**src/qate_pkg.sv**
```systemverilog
`timescale 1ns / 1ps

package qate_pkg;

	// Character codes used by the classifier and the expander.
	localparam logic [7:0] CH_NUL   = 8'h00;
	localparam logic [7:0] CH_TAB   = 8'h09;
	localparam logic [7:0] CH_NL    = 8'h0A;
	localparam logic [7:0] CH_SPACE = 8'h20;
	localparam logic [7:0] CH_DQ    = 8'h22;
	localparam logic [7:0] CH_SQ    = 8'h27;
	localparam logic [7:0] CH_ZERO  = 8'h30;
	localparam logic [7:0] CH_NINE  = 8'h39;
	localparam logic [7:0] CH_UP_H  = 8'h48;
	localparam logic [7:0] CH_BSL   = 8'h5C;
	localparam logic [7:0] CH_BQ    = 8'h60;
	localparam logic [7:0] CH_LO_H  = 8'h68;

	// Tab stops fall on multiples of eight columns.
	localparam int unsigned TAB_BITS = 3;
	localparam int unsigned TAB_STOP = 1 << TAB_BITS;

	// Width of a padding count, which runs from one to TAB_STOP.
	localparam int unsigned CNT_W = TAB_BITS + 1;

	// Depth of the queue between the classifier and the expander.
	localparam int unsigned FIFO_DEPTH = 4;
	localparam int unsigned FIFO_AW    = $clog2(FIFO_DEPTH);

	// Quoting state of the current line.
	typedef enum logic [2:0] {
		QM_NONE = 3'd0,
		QM_DQ   = 3'd1,
		QM_SQ   = 3'd2,
		QM_BQ   = 3'd3,
		QM_LINE = 3'd4
	} quote_mode_t;

	// What the expander has to do with one queued item.
	typedef enum logic [1:0] {
		ENT_CHAR = 2'd0,
		ENT_TAB  = 2'd1,
		ENT_EOL  = 2'd2
	} entry_kind_t;

	typedef struct packed {
		entry_kind_t      kind;
		logic [7:0]       data;
		logic [CNT_W-1:0] count;
		logic             trunc;
	} entry_t;

endpackage

```
**src/qate_front.sv**
```systemverilog
`timescale 1ns / 1ps

module qate_front #(
	parameter int unsigned LINE_SIZE = 256
) (
	input  logic             clk,
	input  logic             arst_n,
	input  logic             in_valid,
	output logic             in_stall,
	input  logic [7:0]       char_in,
	input  logic             end_of_line,
	input  logic             fifo_full,
	output logic             push,
	output qate_pkg::entry_t push_entry
);

	localparam int unsigned CW = $clog2(LINE_SIZE);
	localparam logic [CW-1:0] LIMIT = CW'(LINE_SIZE - 1);

	logic [CW-1:0]         column_q;
	qate_pkg::quote_mode_t quote_q;
	logic                  prev_bsl_q;
	logic                  prev_digit_q;

	logic                  accept;
	logic                  at_limit;
	logic                  is_tab;
	logic                  is_digit;
	logic                  is_h;
	logic [CW-1:0]         room;
	logic [qate_pkg::CNT_W-1:0] to_stop;
	logic [qate_pkg::CNT_W-1:0] pad;
	qate_pkg::quote_mode_t open_code;
	logic [7:0]            close_ch;
	qate_pkg::quote_mode_t quote_next;

	// Items are taken whenever the queue has room.
	assign in_stall = fifo_full;
	assign accept   = in_valid && !fifo_full;

	assign at_limit = (column_q >= LIMIT);
	assign is_tab   = (char_in == qate_pkg::CH_TAB) && (quote_q == qate_pkg::QM_NONE);
	assign is_digit = (char_in >= qate_pkg::CH_ZERO) && (char_in <= qate_pkg::CH_NINE);
	assign is_h     = (char_in == qate_pkg::CH_LO_H) || (char_in == qate_pkg::CH_UP_H);

	// Padding runs to the next tab stop, cut at the column limit.
	assign room    = LIMIT - column_q;
	assign to_stop = qate_pkg::CNT_W'(qate_pkg::TAB_STOP)
		- {1'b0, column_q[qate_pkg::TAB_BITS-1:0]};
	assign pad     = (room < CW'(to_stop)) ? room[qate_pkg::CNT_W-1:0] : to_stop;

	// Quote character that opens a quote, and the one that closes the current one.
	always_comb begin
		unique case (char_in)
			qate_pkg::CH_DQ: open_code = qate_pkg::QM_DQ;
			qate_pkg::CH_SQ: open_code = qate_pkg::QM_SQ;
			qate_pkg::CH_BQ: open_code = qate_pkg::QM_BQ;
			default:         open_code = qate_pkg::QM_NONE;
		endcase
	end

	always_comb begin
		unique case (quote_q)
			qate_pkg::QM_DQ:   close_ch = qate_pkg::CH_DQ;
			qate_pkg::QM_SQ:   close_ch = qate_pkg::CH_SQ;
			qate_pkg::QM_BQ:   close_ch = qate_pkg::CH_BQ;
			qate_pkg::QM_LINE: close_ch = qate_pkg::CH_NL;
			default:           close_ch = qate_pkg::CH_NUL;
		endcase
	end

	// Quote state after an ordinary character.
	always_comb begin
		quote_next = quote_q;
		if (quote_q == qate_pkg::QM_NONE) begin
			if (!prev_bsl_q) begin
				quote_next = open_code;
			end
		end else if (!prev_bsl_q && char_in == close_ch) begin
			quote_next = qate_pkg::QM_NONE;
		end
		if (prev_digit_q && is_h) begin
			quote_next = qate_pkg::QM_LINE;
		end
	end

	// Classification of the item into a queue entry.
	always_comb begin
		push             = 1'b0;
		push_entry.kind  = qate_pkg::ENT_CHAR;
		push_entry.data  = char_in;
		push_entry.count = pad;
		push_entry.trunc = at_limit;
		if (end_of_line) begin
			push            = accept;
			push_entry.kind = qate_pkg::ENT_EOL;
		end else if (char_in != qate_pkg::CH_NUL && !at_limit) begin
			push = accept;
			if (is_tab) begin
				push_entry.kind = qate_pkg::ENT_TAB;
			end
		end
	end

	// Line state; a line end returns everything to its reset value.
	always_ff @(posedge clk or negedge arst_n) begin
		if (!arst_n) begin
			column_q     <= '0;
			quote_q      <= qate_pkg::QM_NONE;
			prev_bsl_q   <= 1'b0;
			prev_digit_q <= 1'b0;
		end else if (accept) begin
			if (end_of_line) begin
				column_q     <= '0;
				quote_q      <= qate_pkg::QM_NONE;
				prev_bsl_q   <= 1'b0;
				prev_digit_q <= 1'b0;
			end else if (char_in != qate_pkg::CH_NUL && !at_limit) begin
				if (is_tab) begin
					column_q <= column_q + CW'(pad);
				end else begin
					column_q <= column_q + CW'(1);
					quote_q  <= quote_next;
				end
				prev_bsl_q   <= (char_in == qate_pkg::CH_BSL);
				prev_digit_q <= is_digit;
			end
		end
	end

endmodule

```
**src/qate_fifo.sv**
```systemverilog
`timescale 1ns / 1ps

module qate_fifo (
	input  logic             clk,
	input  logic             arst_n,
	input  logic             push,
	input  qate_pkg::entry_t push_entry,
	output logic             full,
	input  logic             pop,
	output logic             head_valid,
	output qate_pkg::entry_t head
);

	qate_pkg::entry_t                 slots_q [qate_pkg::FIFO_DEPTH];
	logic [qate_pkg::FIFO_AW-1:0]     wr_ptr_q;
	logic [qate_pkg::FIFO_AW-1:0]     rd_ptr_q;
	logic [qate_pkg::FIFO_AW:0]       count_q;

	assign full       = (count_q == (qate_pkg::FIFO_AW+1)'(qate_pkg::FIFO_DEPTH));
	assign head_valid = (count_q != '0);
	assign head       = slots_q[rd_ptr_q];

	// Entry storage.
	always_ff @(posedge clk) begin
		if (push) begin
			slots_q[wr_ptr_q] <= push_entry;
		end
	end

	// Pointers and fill level.
	always_ff @(posedge clk or negedge arst_n) begin
		if (!arst_n) begin
			wr_ptr_q <= '0;
			rd_ptr_q <= '0;
			count_q  <= '0;
		end else begin
			if (push) begin
				wr_ptr_q <= wr_ptr_q + qate_pkg::FIFO_AW'(1);
			end
			if (pop) begin
				rd_ptr_q <= rd_ptr_q + qate_pkg::FIFO_AW'(1);
			end
			if (push && !pop) begin
				count_q <= count_q + (qate_pkg::FIFO_AW+1)'(1);
			end else if (pop && !push) begin
				count_q <= count_q - (qate_pkg::FIFO_AW+1)'(1);
			end
		end
	end

endmodule

```
**src/qate_back.sv**
```systemverilog
`timescale 1ns / 1ps

module qate_back (
	input  logic             clk,
	input  logic             arst_n,
	input  logic             head_valid,
	input  qate_pkg::entry_t head,
	output logic             pop,
	output logic             out_valid,
	input  logic             out_stall,
	output logic [7:0]       char_out,
	output logic             last_of_run,
	output logic             line_done,
	output logic             line_truncated
);

	logic                         valid_q;
	logic [7:0]                   char_q;
	logic                         last_q;
	logic                         done_q;
	logic                         trunc_q;
	logic [qate_pkg::TAB_BITS-1:0] sent_q;

	logic       load;
	logic [7:0] nxt_char;
	logic       nxt_last;
	logic       nxt_done;
	logic       nxt_trunc;

	// The output register is refilled whenever the queue has an entry and the register is empty or being taken.
	assign load = head_valid && (!valid_q || !out_stall);
	assign pop  = load && nxt_last;

	// Next result from the head entry; a tab yields one space per cycle while the output is not stalled.
	always_comb begin
		nxt_char  = head.data;
		nxt_last  = 1'b1;
		nxt_done  = 1'b0;
		nxt_trunc = 1'b0;
		unique case (head.kind)
			qate_pkg::ENT_TAB: begin
				nxt_char = qate_pkg::CH_SPACE;
				nxt_last = ({1'b0, sent_q} + qate_pkg::CNT_W'(1)) == head.count;
			end
			qate_pkg::ENT_EOL: begin
				nxt_char  = qate_pkg::CH_NUL;
				nxt_done  = 1'b1;
				nxt_trunc = head.trunc;
			end
			qate_pkg::ENT_CHAR: begin
				nxt_char = head.data;
			end
			default: begin
				nxt_char = head.data;
			end
		endcase
	end

	// Output valid and the padding counter.
	always_ff @(posedge clk or negedge arst_n) begin
		if (!arst_n) begin
			valid_q <= 1'b0;
			sent_q  <= '0;
		end else begin
			if (load) begin
				valid_q <= 1'b1;
				sent_q  <= nxt_last ? '0 : sent_q + qate_pkg::TAB_BITS'(1);
			end else if (!out_stall) begin
				valid_q <= 1'b0;
			end
		end
	end

	// Output payload.
	always_ff @(posedge clk) begin
		if (load) begin
			char_q  <= nxt_char;
			last_q  <= nxt_last;
			done_q  <= nxt_done;
			trunc_q <= nxt_trunc;
		end
	end

	assign out_valid      = valid_q;
	assign char_out       = char_q;
	assign last_of_run    = last_q;
	assign line_done      = done_q;
	assign line_truncated = trunc_q;

endmodule

```
**src/quote_aware_tab_expander_core.sv**
```systemverilog
`timescale 1ns / 1ps

// Channel   Handshake             Payload
// input     in_valid / in_stall   char_in[7:0], end_of_line
// output    out_valid / out_stall char_out[7:0], last_of_run, line_done, line_truncated
//
// A line end gives one result, and so does an ordinary character unless it is NUL or the
// column limit is reached. A tab outside quotes gives one to eight spaces, one per cycle
// while the output is not stalled, from the expander's single output register, keeping its
// queue entry until the last space. Results pass a queue slot and then the output register.
// Reset clears the line state, the queue and the output register; no clearing pass is needed.
// Input is stalled only when the four-entry queue is full, so input keeps flowing while
// the output is stalled until the queue fills.

module quote_aware_tab_expander_core #(
	parameter int unsigned LINE_SIZE = 256
) (
	input  logic       clk,
	input  logic       arst_n,
	input  logic       in_valid,
	output logic       in_stall,
	input  logic [7:0] char_in,
	input  logic       end_of_line,
	output logic       out_valid,
	input  logic       out_stall,
	output logic [7:0] char_out,
	output logic       last_of_run,
	output logic       line_done,
	output logic       line_truncated
);

	logic             fifo_full;
	logic             push;
	qate_pkg::entry_t push_entry;
	logic             pop;
	logic             head_valid;
	qate_pkg::entry_t head;

	// Classifier: tracks columns and quoting, decides what each item produces.
	qate_front #(
		.LINE_SIZE (LINE_SIZE)
	) u_front (
		.clk         (clk),
		.arst_n      (arst_n),
		.in_valid    (in_valid),
		.in_stall    (in_stall),
		.char_in     (char_in),
		.end_of_line (end_of_line),
		.fifo_full   (fifo_full),
		.push        (push),
		.push_entry  (push_entry)
	);

	// Queue decoupling the classifier from the expander.
	qate_fifo u_fifo (
		.clk        (clk),
		.arst_n     (arst_n),
		.push       (push),
		.push_entry (push_entry),
		.full       (fifo_full),
		.pop        (pop),
		.head_valid (head_valid),
		.head       (head)
	);

	// Expander: turns queued entries into result items.
	qate_back u_back (
		.clk            (clk),
		.arst_n         (arst_n),
		.head_valid     (head_valid),
		.head           (head),
		.pop            (pop),
		.out_valid      (out_valid),
		.out_stall      (out_stall),
		.char_out       (char_out),
		.last_of_run    (last_of_run),
		.line_done      (line_done),
		.line_truncated (line_truncated)
	);

endmodule
```
**config.mk**
```make
export PLATFORM = sky130hd
export DESIGN_NAME = quote_aware_tab_expander_core
export DESIGN_NICKNAME = d
export VERILOG_FILES = /design/src/qate_pkg.sv /design/src/qate_front.sv /design/src/qate_fifo.sv /design/src/qate_back.sv /design/src/quote_aware_tab_expander_core.sv
export SDC_FILE = /design/constraint.sdc
export NUM_CORES = 1
export LEC_CHECK = 0
export BUFFER_PORTS_ARGS = -buffer_cell sky130_fd_sc_hd__clkbuf_2
export CAP_MARGIN = 20
export CELL_PAD_IN_SITES_DETAIL_PLACEMENT = 0
export CELL_PAD_IN_SITES_GLOBAL_PLACEMENT = 2
export CORE_MARGIN = 1
export CORE_UTILIZATION = 44
export DETAILED_ROUTE_END_ITERATION = 10
export GPL_TIMING_DRIVEN = 0
export PLACE_DENSITY_LB_ADDON = 0.1
export SETUP_SLACK_MARGIN = 0.4
export SYNTH_ARGS = -nofsm -noshare
export SYNTH_HDL_FRONTEND = slang
export SYNTH_HIERARCHICAL = 1
export SYNTH_SLANG_ARGS = --single-unit
```
**constraint.sdc**
```tcl
create_clock -name clk -period 3.9 [get_ports clk]
set_input_delay 1.17 -clock clk [delete_from_list [all_inputs] [get_ports clk]]
set_output_delay 1.17 -clock clk [all_outputs]
set_load 0.05 [all_outputs]
```
Yosys cells after proc, flatten, opt, wreduce, memory -nomap -nowiden

Memory sizes are Yosys's and may differ from the RTL's.
Cells that the tools add are included.

Register bits after elaboration: 35
Bits in writable memories: 60
Bits of input ports: 13
Output and inout bits: 13
Logic and storage cells: 106
Memories kept: 1

Memory list:

| name           | words | bits a word | rd ports | clocked after memory_dff | write ports | RTL line        | RTL |
|---|---|---|---|---|---|---|---|
| u_fifo.slots_q | 4     | 15          | 1        | 0                        | 1           | qate_fifo.sv:14 | `qate_pkg::entry_t slots_q [qate_pkg::FIFO_DEPTH];` |

Add/subtract/negate cells: 10
Order comparisons: 4
Eq/ne operators: 19
Mux-type cells: 32
Reduce and logical (&&, ||, !) cells: 27

Operators with widths:

| operator                                                                         | number |
|---|---|
| 8-bit by 7-bit == test with 1-bit output, second input constant                  | 4 |
| 3-bit 2-to-1 mux                                                                 | 10 |
| 7-bit case mux with 4 select lines                                               | 1 |
| 8-bit 2-to-1 mux                                                                 | 3 |
| 8-bit by 6-bit == test with 1-bit output, second input constant                  | 2 |
| 8-bit case mux with 2 select lines                                               | 1 |
| 1-bit 2-to-1 mux                                                                 | 13 |
| 1-bit logical AND                                                                | 10 |
| 8-bit by 1-bit adder with 8-bit output, second input constant                    | 1 |
| 8-bit by 4-bit adder with 8-bit output                                           | 1 |
| 8-bit by 4-bit == test with 1-bit output, second input constant                  | 1 |
| 8-bit by 7-bit == test with 1-bit output                                         | 1 |
| 8-bit by 6-bit >= comparator with 1-bit output, second input constant            | 1 |
| 8-bit >= comparator, second input constant                                       | 1 |
| 8-bit by 6-bit less-or-equal comparator with 1-bit output, second input constant | 1 |
| 8-bit by 4-bit < comparator with 1-bit output                                    | 1 |
| 8-bit nonzero test                                                               | 1 |
| 8-bit subtractor, first input constant                                           | 1 |
| 1-bit zero test                                                                  | 7 |
| 3-bit by 1-bit adder with 3-bit output, second input constant                    | 2 |
| 3-bit by 2-bit == test with 1-bit output, second input constant                  | 2 |
| 3-bit == test, second input constant                                             | 2 |
| 2-bit case mux with 3 select lines                                               | 1 |
| 5-bit AND reduction                                                              | 1 |
| 19 further kinds                                                                 | 23 |

Longest topological paths before layout

Word-level depth: 10
Mapped depth: 16
Mapped depth without buffers: 16

Cells and area by module

Netlist, hierarchy kept.

Modules (own cells, without submodules):

| module     | times used | cells an instance | area each (um2) | seq. area each (um2) |
|---|---|---|---|---|
| qate_fifo  | 1          | 113               | 2,598.7         | 1,976.9 |
| qate_front | 1          | 167               | 1,418.9         | 325.3 |
| qate_back  | 1          | 54                | 709.4           | 430.4 |

Worst setup path before layout

Ideal clock, no wire load.

Path type: input to register
Start: input char_in[1]
End: register u_front.column_q[6]
Library setup time: 120 ps
Arrival time: 3,147 ps
Required time: 3,780 ps
Path slack: 633 ps
Stages on the path: 9
Buffers on the path: 0
Cells stage by stage: or4_4 -> nor3_2 -> nand2_1 -> fa_1 -> nor2b_1 -> o21ai_0 -> a211oi_1 -> xnor2_1 -> nor2_1

Word-level cells in the longest chain between the ends: 5
Elaborated cells between the ends (all ways): 9
Those cells by class: eq/ne (1); mux (3); reduce/logical (5)

RTL lines:

| element                                  | RTL line                            | RTL |
|---|---|---|
| start, declared                          | quote_aware_tab_expander_core.sv:22 | `input logic [7:0] char_in,` |
| 8-bit by 4-bit == test with 1-bit output | qate_front.sv:42                    | `assign is_tab = (char_in == qate_pkg::CH_TAB) && (quote_q == qate_pkg::QM_NONE);` |
| 1-bit logical AND                        | qate_front.sv:42                    |  |
| 8-bit 2-to-1 mux                         | qate_front.sv:119                   | `if (is_tab) begin` |
| 8-bit 2-to-1 mux                         | qate_front.sv:118                   | `end else if (char_in != qate_pkg::CH_NUL && !at_limit) begin` |
| 8-bit 2-to-1 mux                         | qate_front.sv:113                   | `if (end_of_line) begin` |
| end signal, assigned                     | qate_front.sv:120                   | `column_q <= column_q + CW'(pad);` |
| end signal, assigned                     | qate_front.sv:122                   | `column_q <= column_q + CW'(1);` |
| end, declared                            | qate_front.sv:20                    | `logic [CW-1:0] column_q;` |

Parallel ways exist; a longest one is shown, timed or not. The select of a mux whose other input is x is not followed.
A chain may end at the register's enable or synchronous reset.

==> run_results.csv <==
group,metric,value,unit
setup_path,rrSetupSlack,0.64,ns
route,drc_errors,0,
die,ios,26,
synth,ys_seq_elements,95,
setup_path,cp-start-kind,"flip-flop",
synth,synthArstFlopShare,25.3,%
timing,max_freq,307,MHz
clock_network,postCtsHoldBufs,0,
die,start_util,45.6,%
power_and_ir_drop,p_per_area,692,nW/µm²
setup_path,worstRegToRegCells,13,
power_and_ir_drop,power,3.66,mW
synth,synth_edf_count,71,
power_and_ir_drop,seq_power_share,41.9,%
timing,finalSetupTns,0,ns
timing,period_share,83.6,%
placement,numPortBuffers,25,
timing,slew_viol_final,0,
power_and_ir_drop,pwr-share-clk,18.4,%
finish,synthToLayoutAreaGrowth,11.7,%
route,post_drt_wl_per_cell,16.1,µm
setup_path,required,4.16,ns
route,firstDrtPassIters,4,
grt,grt_pass1_wl,13900,µm
die,core-area,10400,µm²
setup_path,crit_chain,"inv_1 -> nand3_1 -> ha_1 -> and2_1 -> a2111oi_4 -> o21ai_2 -> and2_1 -> ha_1 -> nand4_1 -> a21o_1 -> a211oi_1 -> xnor2_1 -> nor2_1",
die,die_h,106,µm
placement,gp_congestion,0.740,
die,row_count,37,
timing,clock_skew,0.0119,ns
setup_path,cp-end-kind,"flip-flop",
setup_path,arrival,3.52,ns
power_and_ir_drop,p_leak,1.99,nW
grt,grt_pass1_vias,2770,
power_and_ir_drop,sw_frac_of_total,36.5,%
outcome,status,"complete, no violations",
route,viasPerCell,5.18,
finish,antenna-diode-count,0,
die,die-area,11200,µm²
synth,synth_fp_nets,365,
clock_network,clock_latency,0.37,ns
power_and_ir_drop,ir_worst_vdd,0.399,mV
route,postRouteWirelength,8330,µm
power_and_ir_drop,p_int,2.32,mW
timing,layout_setup_ws,0.638,ns
clock_network,cts_buffer_depth,2,
setup_path,worstSetupPathType,"reg2reg",
timing,rsz0062_at_grt,"no",
synth,synth_area,4730,µm²
route,drt_iter0_drc,144,
route,ant_nets,0,
synth,yosysUniqueCellTypes,67,
placement,place_ws,0.169,ns
hold_path,holdCritStartpoint,"u_fifo/count_q[2]",
clock_network,cts_root_buf,"clkbuf_8",
timing,min_period,3.26,ns
finish,final_cells,516,
setup_path,critical_path.max_stage_delay,0.49,ns
clock_network,cts_buffers,9,
hold_path,hold_path_depth,1,
synth,synth_warnings,6,
clock_network,clock_sinks,95,
power_and_ir_drop,combinationalPowerShare,39.7,%
timing,relSlewSlack,46.5,%
clock_network,cts_tree,"yes",
run,drv_cap,0,
placement,dp_cells,495,
synth,seq_area_frac_synth,57.8,%
placement,dpl-instance-area,5020,µm²
finish,final_util,50.9,%
grt,grtUsageTotal,16.6,%
timing,worstMarginPinSlew,0.803,ns
finish,drive_gt1_share,27.9,%
power_and_ir_drop,p_switching,1.33,mW
route,num_vias,2673,
placement,place_hpwl,5900,µm
synth,synth.avg_cell_area,14.2,µm²
timing,setup_viol,0,
die,die_w,106,µm
setup_path,timing.rr.start,"u_front/column_q[1]",
setup_path,cpMaxStageDelayCell,"a2111oi_4",
synth,synth_ff_type,"edfxtp_1",
timing,hold_violations,0,
hold_path,hold-path-endpoint,"u_fifo/count_q[2]",
synth,syn_inst,334,
finish,fin_nets,406,
timing,timing.hold.ws,0.497,ns
setup_path,path_max_fanout,5,
clock_network,h-tree-depth,3,
hold_path,min_path_type,"reg2reg",
setup_path,r2r-end,"u_front/column_q[7]",
grt,antenna_found_initial,0,
clock_network,path_clk_slew,0.10,ns
grt,grt_max_degree,25,
grt,overflow,0,
finish,final_cell_area,5280,µm²
critical path: cells and delay by family (launching register included):
kind,cells,cell delay (ns)
AO/OA/AOI/OAI,4,1.10
XOR/XNOR,1,0.15
adder cells (fa/ha/maj),2,0.64
buffers and inverters,1,0.16
flip-flops,1,0.40
AND/OR/NAND/NOR,5,0.71
synth_stat cells (all sizes together) (6+ instances only):
cell | n | share of area [%]
xnor2 | 9 | 1.7
buf | 20 | 3.3
xor2 | 9 | 1.7
nor3 | 9 | 1.2
mux4 | 15 | 7.7
edfxtp | 71 | 45
nor2 | 13 | 1.1
a21oi | 8 | 0.85
o22ai | 6 | 0.93
nand3 | 6 | 0.74
nand2 | 25 | 2.0
o21ai | 13 | 1.5
ha | 16 | 4.2
inv | 16 | 1.3
and2 | 17 | 2.2
dfrtp | 24 | 13
layer usage:
layer  track usage [%]  routed length [µm]  vias up
li1                  -                   -     1321
met1              20.7                3900     1302
met2              27.9                4100       41
met3              3.77                 215        9
met4              6.94                 112        0
met5                 0                   0        -
worst max path at each step:
| stage | from | end | slack (ns) | cells past startpoint |
|---|---|---|---|---|
| 5_1_grt | u_front/column_q[1] | u_front/column_q[7] | 0.40 | 13 |
| 2_1_floorplan | char_in[1] | u_front/column_q[6] | 0.63 | 9 |
| 3_5_place_dp | char_in[1] | u_front/column_q[6] | 0.17 | 10 |
| 3_3_place_gp | char_in[1] | u_front/column_q[6] | 0.14 | 10 |
| 6_report | u_front/column_q[1] | u_front/column_q[7] | 0.64 | 13 |
| 4_1_cts | u_front/column_q[0] | u_front/column_q[6] | 0.42 | 14 |
logic make-up (layout without fill, tap and decap cells):
logic type | after synthesis | in the layout | share of synthesized area, %
flops | 95 | 95 | 57.8
compound gates | 45 | 45 | 7.38
mux | 19 | 19 | 8.73
fa+ha+maj | 18 | 18 | 5.08
xor+xnor | 19 | 19 | 3.81
simple gates | 101 | 101 | 12.3
buf+inv | 37 | 83 | 4.87
power groups by stage:
stage          registers (mW)  logic [mW]  clock network (mW)
2_1_floorplan            1.75       0.936                   0
3_3_place_gp             1.55        1.45                   0
3_5_place_dp             1.56        1.45                   0
4_1_cts                  1.53        1.47               0.695
5_1_grt                  1.56        1.60               0.738
6_report                 1.53        1.45               0.673
layout by cell type (no fill, tap or decap), types with 4 or more instances in the layout:
cell type,n
nand3_1,5
a21oi_1,7
clkbuf_8,9
mux4_1,7
nor2_1,11
buf_2,5
ha_1,16
o21ai_0,6
edfxtp_1,71
inv_6,4
inv_1,13
clkbuf_2,25
mux4_2,8
nor3_1,7
o21ai_1,5
nand2_1,24
dfrtp_1,23
xnor2_1,9
buf_4,17
nor4_1,4
xor2_1,9
and2_1,17
o22ai_1,5
layout make-up:
type                       count  area (µm²)
buffer                        21         170
clock buffer                   9         124
clock inverter                 7        83.8
fill                         904        5090
inverter                      16        60.1
multi-input combinational    202        1780
sequential                    95        2730
tap                          136         170
timing repair buffer          30         163
state kept, by name, summed over array words and instances, names as in the netlist, 2 cells and up:
| register | cells |
|---|---|
| u_front/quote_q | 3 |
| u_front/column_q | 8 |
| u_fifo/rd_ptr_q | 2 |
| u_back/sent_q | 3 |
| u_fifo/wr_ptr_q | 2 |
| u_fifo/count_q | 3 |
| u_fifo/slots_q | 60 |
| u_back/char_out | 8 |
timing repair:
| item | 4_1_cts | 5_1_grt |
|---|---|---|
| buffers inserted | 3 | 2 |
| resized for setup | 2 | 4 |
| pin swaps | 1 | 2 |
| setup endpoints to repair | 3 | 4 |
No activity file was read; power rests on OpenSTA's default activity.
